<file path="config.mk">
export PLATFORM = sky130hd
export DESIGN_NAME = saa_run_track
export DESIGN_NICKNAME = d
export VERILOG_FILES = /design/src/sv/saa_pkg.sv /design/src/sv/saa_run_track.sv
export SDC_FILE = /design/constraint.sdc
export NUM_CORES = 1
export LEC_CHECK = 0
export BUFFER_PORTS_ARGS = -buffer_cell sky130_fd_sc_hd__buf_2
export CAP_MARGIN = 30
export CORE_MARGIN = 4
export CORE_UTILIZATION = 39
export DETAILED_ROUTE_END_ITERATION = 10
export PLACE_DENSITY = 0.74
export SETUP_SLACK_MARGIN = 0.1
export SLEW_MARGIN = 15
export SYNTH_ARGS = -nofsm -noshare
export SYNTH_HDL_FRONTEND = slang
export SYNTH_SLANG_ARGS = --single-unit
</file>
<file path="constraint.sdc">
create_clock -name clk -period 2.9 [get_ports clk]
set_input_delay 0.29 -clock clk [delete_from_list [all_inputs] [get_ports clk]]
set_output_delay 0.29 -clock clk [all_outputs]
set_load 0.05 [all_outputs]
</file>
<file path="src/sv/saa_pkg.sv">
// Shared request, result and status types of the skyline atlas allocator.
`default_nettype none

package saa_pkg;

	// One placement request
	typedef struct packed {
		logic [8:0] rect_width;
		logic [8:0] rect_height;
	} req_t;

	// One placement result
	typedef struct packed {
		logic       atlas_index;
		logic [7:0] pos_x;
		logic [7:0] pos_y;
		logic       full_res;
	} res_t;

	// Status of the run tracker for the column under test
	typedef struct packed {
		logic hit;   // a free window of the requested width just completed
		logic done;  // the current threshold pass ends in this cycle
	} run_stat_t;

endpackage

`default_nettype wire

</file>
<file path="src/sv/saa_run_track.sv">
// Run tracker: finds the leftmost window of columns all at or below a threshold.
`default_nettype none

module saa_run_track #(
	parameter int COLS  = 256,
	parameter int LVL_W = 9
) (
	input  wire logic                      clk,
	input  wire logic                      arst_n,
	input  wire logic                      in_valid,
	input  wire logic [$clog2(COLS)-1:0]   in_col,
	input  wire logic [LVL_W-1:0]          in_level,
	input  wire logic [LVL_W-1:0]          thr,
	input  wire logic [8:0]                width,
	output saa_pkg::run_stat_t             stat,
	output logic      [$clog2(COLS)-1:0]   hit_x,
	output logic      [LVL_W-1:0]          hit_max
);

	localparam int CW = $clog2(COLS);
	localparam int PW = ((CW > 9) ? CW : 9) + 1;
	localparam logic [CW-1:0] COL_LAST = CW'(COLS - 1);

	logic [8:0]       run_q;
	logic [LVL_W-1:0] runmax_q;
	logic             fits;
	logic [8:0]       run_inc;
	logic [LVL_W-1:0] max_inc;
	logic [PW-1:0]    start_col;

	// column test against the threshold, running length and running max
	assign fits    = in_level <= thr;
	assign run_inc = run_q + 9'd1;
	assign max_inc = (in_level > runmax_q) ? in_level : runmax_q;

	// the run is exactly width long when it first completes, so its max is the window max
	assign stat.hit  = in_valid && fits && (run_inc == width);
	assign stat.done = stat.hit || (in_valid && (in_col == COL_LAST));

	assign start_col = PW'(in_col) + PW'(1) - PW'(width);
	assign hit_x     = start_col[CW-1:0];
	assign hit_max   = max_inc;

	// run state; restarts whenever a pass ends
	always_ff @(posedge clk or negedge arst_n) begin
		if (!arst_n) begin
			run_q    <= '0;
			runmax_q <= '0;
		end else if (stat.done) begin
			run_q    <= '0;
			runmax_q <= '0;
		end else if (in_valid) begin
			if (fits) begin
				run_q    <= run_inc;
				runmax_q <= max_inc;
			end else begin
				run_q    <= '0;
				runmax_q <= '0;
			end
		end
	end

endmodule

`default_nettype wire

</file>
==> results of run 1 <==
sequential cells by signal, indices dropped and copies added (netlist names):
register and flops:
run_q 9, runmax_q 9
timing repair:
| item | CTS | global route |
|---|---|---|
| pin swaps | 1 | 9 |
| buffers inserted | 4 | 5 |
| hold buffers | 1 | 0 |
| resized for setup | 7 | 23 |
| endpoints found under the setup margin | 10 | 25 |
| endpoints found under the hold margin | 18 | 0 |
layer usage:
metal / part of all wire [%] / GRT usage (%) / up-vias
met5: 0 / 0 / -
met4: 0.85 / 2.36 / 0
met3: 5.0 / 2.91 / 4
met2: 50 / 30.5 / 52
met1: 45 / 21.3 / 929
li1: - / - / 1006
cell type report:
type                    count  area [um^2]
repair buffers             73          428
flip-flops and latches     18          452
well taps                  70         87.6
multi-input cells         178         1550
inverters                  38          143
clock buffers               4         55.1
fillers                   458         2400
path summary, 6_finish.rpt:
path | end | slack [ns]
hold / removal | runmax_q[0] | 0.31
setup / recovery | stat[0] | 0.16
min in group asynchronous | runmax_q[1] | 0.51
setup reg to reg | runmax_q[4] | 0.20
hold reg to reg | runmax_q[5] | 0.50
max in group asynchronous | run_q[2] | 2.06
kinds of logic after synthesis:
group | Yosys count
compound gates | 63
xor+xnor | 18
fa+ha+maj | 33
buf+inv | 43
flops | 18
mux | 3
simple gates | 61
Yosys cell counts (3+ instances only):
library cell | count | area share [%]
o21ai_1 | 10 | 2.4
nand3_1 | 7 | 1.7
a211oi_1 | 3 | 1.1
dfrtp_1 | 18 | 22
o21bai_1 | 3 | 1.1
nand4_1 | 4 | 1.2
o31ai_1 | 4 | 1.5
nor2_1 | 7 | 1.3
o21ai_0 | 6 | 1.5
nand2_1 | 17 | 3.1
ha_1 | 32 | 20
inv_1 | 38 | 7.0
and3_1 | 5 | 1.5
xnor2_1 | 10 | 4.3
xor2_1 | 7 | 3.0
a21oi_1 | 10 | 2.4
a22o_1 | 10 | 4.3
nor3_1 | 6 | 1.5
critical path, stage by stage (launching register included):
cell and delay [ns]:
dfrtp_1 0.42, ha_2 0.21, buf_4 0.16, and2_2 0.21, a211o_1 0.30, a31oi_4 0.16
a2111oi_4 0.08, buf_4 0.16, o21a_4 0.11, or2_4 0.25, buf_8 0.15
power breakdown:
| part | leakage (uW) | switching, uW | internal (uW) |
|---|---|---|---|
| logic | 0.00110 | 627 | 356 |
| clock network | 0.0000288 | 87.2 | 121 |
| registers | 0.000237 | 45.8 | 303 |
metrics by stage:
stage                     utilization [%]  power (uW)
after global placement               48.0        1220
after CTS                            50.3        1470
after floorplan                         -        1020
after global routing                 53.1        1650
final                                53.1        1540
after detailed placement             48.0        1230
==> flow_metrics.py, run 1 <==
metrics = {
    "timing": {
        "fin_ws_ns": 0.158,
        "maxSlewHeadroom_pct": 58.8,
        "rsz0062_at_grt": "yes",
        "setup_violations": 0,
        "worst_clock_skew_ns": 0.00100,
        "final.period_utilization_pct": 94.6,
        "fin_hold_ws_ns": 0.306,
        "hold_violations": 0,
        "timing.final.max_slew_violations": 0,
        "setup_tns_ns": 0,
        "finalCriticalPeriod_ns": 2.74,
        "max_freq_mhz": 365,
        "worst_pin_slew_ns": 0.613,
    },
    "global_route": {
        "grt_pass1_vias": 1971,
        "grt_usage_pct": 16.9,
        "grt_pass1_wl_um": 8770,
        "grt_overflow": 0,
        "grt_max_degree": 19,
        "antenna_found_initial": 0,
    },
    "power_and_ir_drop": {
        "total_leakage_power_uw": 0.00136,
        "peakVddDrop_v": 0.000277,
        "powerDensity_mw_per_mm2": 568,
    },
    "place": {
        "port_buffers": 56,
        "dp_cells": 367,
        "place_area_mm2": 0.00245,
        "routabilityCongestion": 0.856,
        "dp_slack_ns": 0.0857,
        "dp_hpwl_um": 4200,
    },
    "detailed_routing": {
        "drtIter0Drc": 76,
        "vias_per_cell": 5.23,
        "num_vias": 1991,
        "drc_errors": 0,
        "routed_wl_um": 5380,
        "wire_per_inst_um": 14.1,
        "firstDrtPassIters": 4,
        "ant_nets": 0,
    },
    "synthesis": {
        "seq_area_frac_synth_pct": 22.0,
        "syn-num-nets": 310,
        "synth.avg_cell_area_um2": 8.56,
        "synth_warnings": 0,
        "synth_compound_area_share_pct": 22.6,
        "synth_fa_ha_area_share_pct": 20.6,
        "ys_types": 52,
        "muxShareOfSynthArea_pct": 1.59,
        "synth_top_family_by_area": "compound AO/OA/AOI/OAI gates",
        "synthCells": 239,
        "syn_area_mm2": 0.00205,
        "synthSimpleGateAreaFrac_pct": 16.3,
        "synth_edf_count": 0,
        "synth-seq-cells": 18,
        "synth-main-ff-cell": "dfrtp_1",
        "synthXorXnorAreaFrac_pct": 8.44,
        "synthArstFlopShare_pct": 100,
    },
    "clock_network": {
        "htreeDepth": 1,
        "cts.path.max_buffers": 2,
        "cts_tree": "built",
        "cts_root_buf": "clkbuf_8",
        "clk_latency_ns": 0.25,
        "clock-sinks": 18,
        "numCtsBuffers": 3,
        "clk_pin_slew_ns": 0.07,
    },
    "min_path": {
        "min_from": "in_level[0]",
        "hold_path_depth": 2,
        "hold_class": "in2reg",
    },
    "setup_path": {
        "r2r_cells": 12,
        "r2r-start": "run_q[1]",
        "crit_start": "run_q[1]",
        "critPathCaptureType": "output port",
        "path_max_fanout": 7,
        "startpoint_type": "flop",
        "crit_arrival_ns": 2.45,
        "crit_required_ns": 2.61,
        "critPathKind": "reg2out",
    },
    "die": {
        "boundaryPins": 57,
        "start_util_pct": 40.1,
        "core_area_mm2": 0.00511,
        "rows": 26,
        "die-area_mm2": 0.00647,
        "dieWidth_um": 80.4,
        "die_height_um": 80.4,
    },
    "flow_run": {
        "max_cap_violations": 0,
    },
    "final_layout": {
        "mostFrequentLayoutCells": "52 x buf_2, 38 x inv_1, 31 x ha_1",
        "syn_to_final_growth_pct": 32.5,
        "antennaDiodeCount": 0,
        "final_common_cell": "buf_2",
        "fin_area_mm2": 0.00271,
        "stdcell_count": 381,
        "fin_nets": 383,
        "drive_above_1_share_pct": 32.8,
    },
    "outcome": {
        "status": "completed",
    },
}
No activity file was read; power rests on OpenSTA's default activity.
==> run 2, diff against run 1 <==
- CTS_CLUSTER_DIAMETER: not set -> 120
- PLACE_DENSITY: 0.74 -> not set
==> flow_metrics.py, run 2 (synthesized netlist as in run 1, its figures left out) <==
metrics = {
    "clock_network": {
        "clk_pin_slew_ns": 0.07,
        "cts_tree": "built",
        "clock-sinks": 18,
        "htreeDepth": 1,
        "clk_latency_ns": 0.25,
        "cts.path.max_buffers": 2,
        "numCtsBuffers": 3,
        "cts_root_buf": "clkbuf_8",
    },
    "detailed_routing": {
        "vias_per_cell": 5.03,
        "drtIter0Drc": 87,
        "wire_per_inst_um": 13.6,
        "routed_wl_um": 5100,
        "drc_errors": 0,
        "ant_nets": 0,
        "num_vias": 1890,
        "firstDrtPassIters": 4,
    },
    "power_and_ir_drop": {
        "total_leakage_power_uw": 0.00132,
        "swShare_pct": 48.9,
        "internal_power_uw": 764,
        "combPwrFrac_pct": 62.3,
        "clock_power_share_pct": 13.8,
        "seqPwrFrac_pct": 23.9,
        "powerDensity_mw_per_mm2": 573,
        "p_sw_uw": 731,
        "peakVddDrop_v": 0.000249,
    },
    "global_route": {
        "antenna_found_initial": 0,
        "grt_pass1_wl_um": 8200,
        "grt_overflow": 0,
        "grt_pass1_vias": 1749,
        "grt_usage_pct": 16.0,
        "grt_max_degree": 19,
    },
    "setup_path": {
        "path_max_fanout": 3,
        "critPathKind": "reg2out",
        "critPathCaptureType": "output port",
        "crit_required_ns": 2.61,
        "reg2reg_slack_ns": 0.28,
        "startpoint_type": "flop",
        "crit_arrival_ns": 2.41,
    },
    "place": {
        "dp_slack_ns": 0.187,
        "routabilityCongestion": 0.809,
        "port_buffers": 56,
        "dp_hpwl_um": 4160,
    },
    "final_layout": {
        "mostFrequentLayoutCells": "49 x buf_2, 38 x inv_1, 31 x ha_1, 17 x nand2_1, 16 x dfrtp_1",
        "top_regs": "run_q: 9 flops, runmax_q: 9 flops",
        "final_common_cell": "buf_2",
        "drive_above_1_share_pct": 29.7,
        "final_util_pct": 51.1,
        "antennaDiodeCount": 0,
        "syn_to_final_growth_pct": 27.5,
        "fin_nets": 378,
    },
    "timing": {
        "fin_ws_ns": 0.205,
        "rsz0062_at_grt": "yes",
        "hold_violations": 0,
        "worst_clock_skew_ns": 0.00730,
        "max_freq_mhz": 371,
        "worst_pin_slew_ns": 0.467,
        "timing.final.max_slew_violations": 0,
        "setup_tns_ns": 0,
        "setup_violations": 0,
        "finalCriticalPeriod_ns": 2.70,
        "final.period_utilization_pct": 92.9,
        "maxSlewHeadroom_pct": 68.6,
    },
    "die": {
        "die-area_mm2": 0.00647,
        "boundaryPins": 57,
        "core_area_mm2": 0.00511,
        "dieWidth_um": 80.4,
        "rows": 26,
        "die_height_um": 80.4,
        "start_util_pct": 40.1,
    },
    "outcome": {
        "status": "completed",
    },
    "flow_run": {
        "max_cap_violations": 0,
    },
    "min_path": {
        "hold_class": "in2reg",
    },
}
==> run 2: worst max-delay path, cell delays in order, from the launching register on <==
cell and delay [ns]:
dfrtp_1 0.35, inv_1 0.06, ha_1 0.31, a211oi_2 0.24, o221ai_1 0.16, a221oi_2 0.30
buf_4 0.18, mux2_2 0.34, clkbuf_4 0.21
==> run 2: what timing repair did <==
action / 4_1_cts / 5_1_grt
setup endpoints to repair: 7 / 19
hold endpoints to repair: 18 / 0
pin swaps: 1 / 7
buffers inserted: 1 / 3
gates resized for setup: 1 / 21
hold buffers: 1 / 0
==> run 2: area by class of cell <==
| type | count | area, um^2 |
|---|---|---|
| clock buffers | 4 | 55.1 |
| fillers | 516 | 2500 |
| inverters | 38 | 143 |
| multi-input cells | 178 | 1480 |
| flip-flops and latches | 18 | 453 |
| well taps | 70 | 87.6 |
| repair buffers | 68 | 394 |
==> run 2: stage by stage <==
step	total power [uW]	instance area (um^2)	std cells	hold slack, ns
after floorplan	1020	2060	239	-0.00559
after global placement	1240	2450	367	0.251
after detailed placement	1240	2450	367	0.255
after CTS	1460	2530	373	0.292
after global routing	1610	2610	376	0.296
final	1500	2610	376	0.298
==> run 2: routing by layer <==
layer	global-route usage, %	vias up	wire [um]	part of all wire [%]
li1	-	997	-	-
met1	20.9	858	2450	48
met2	28.3	33	2430	48
met3	2.58	2	194	3.8
met4	1.86	0	14	0.27
met5	0	-	0	0
==> run 2: final timing paths <==
check / to / start / depth (start not counted)
worst min register to register: runmax_q[7] / runmax_q[7] / 1
worst max register to register: run_q[4] / run_q[0] / 10
worst min-delay path: runmax_q[0] / in_level[0] / 2
min in group asynchronous: runmax_q[0] / arst_n / 2
worst max-delay path: hit_max[8] / runmax_q[6] / 8
max in group asynchronous: run_q[1] / arst_n / 2
==> run 2: power by group through the flow <==
stage	clock (uW)	sequential [uW]	combinational, uW
4_1_cts	215	347	898
3_5_place_dp	0	352	890
2_1_floorplan	0	333	686
5_1_grt	227	364	1020
3_3_place_gp	0	354	890
6_report	207	357	932
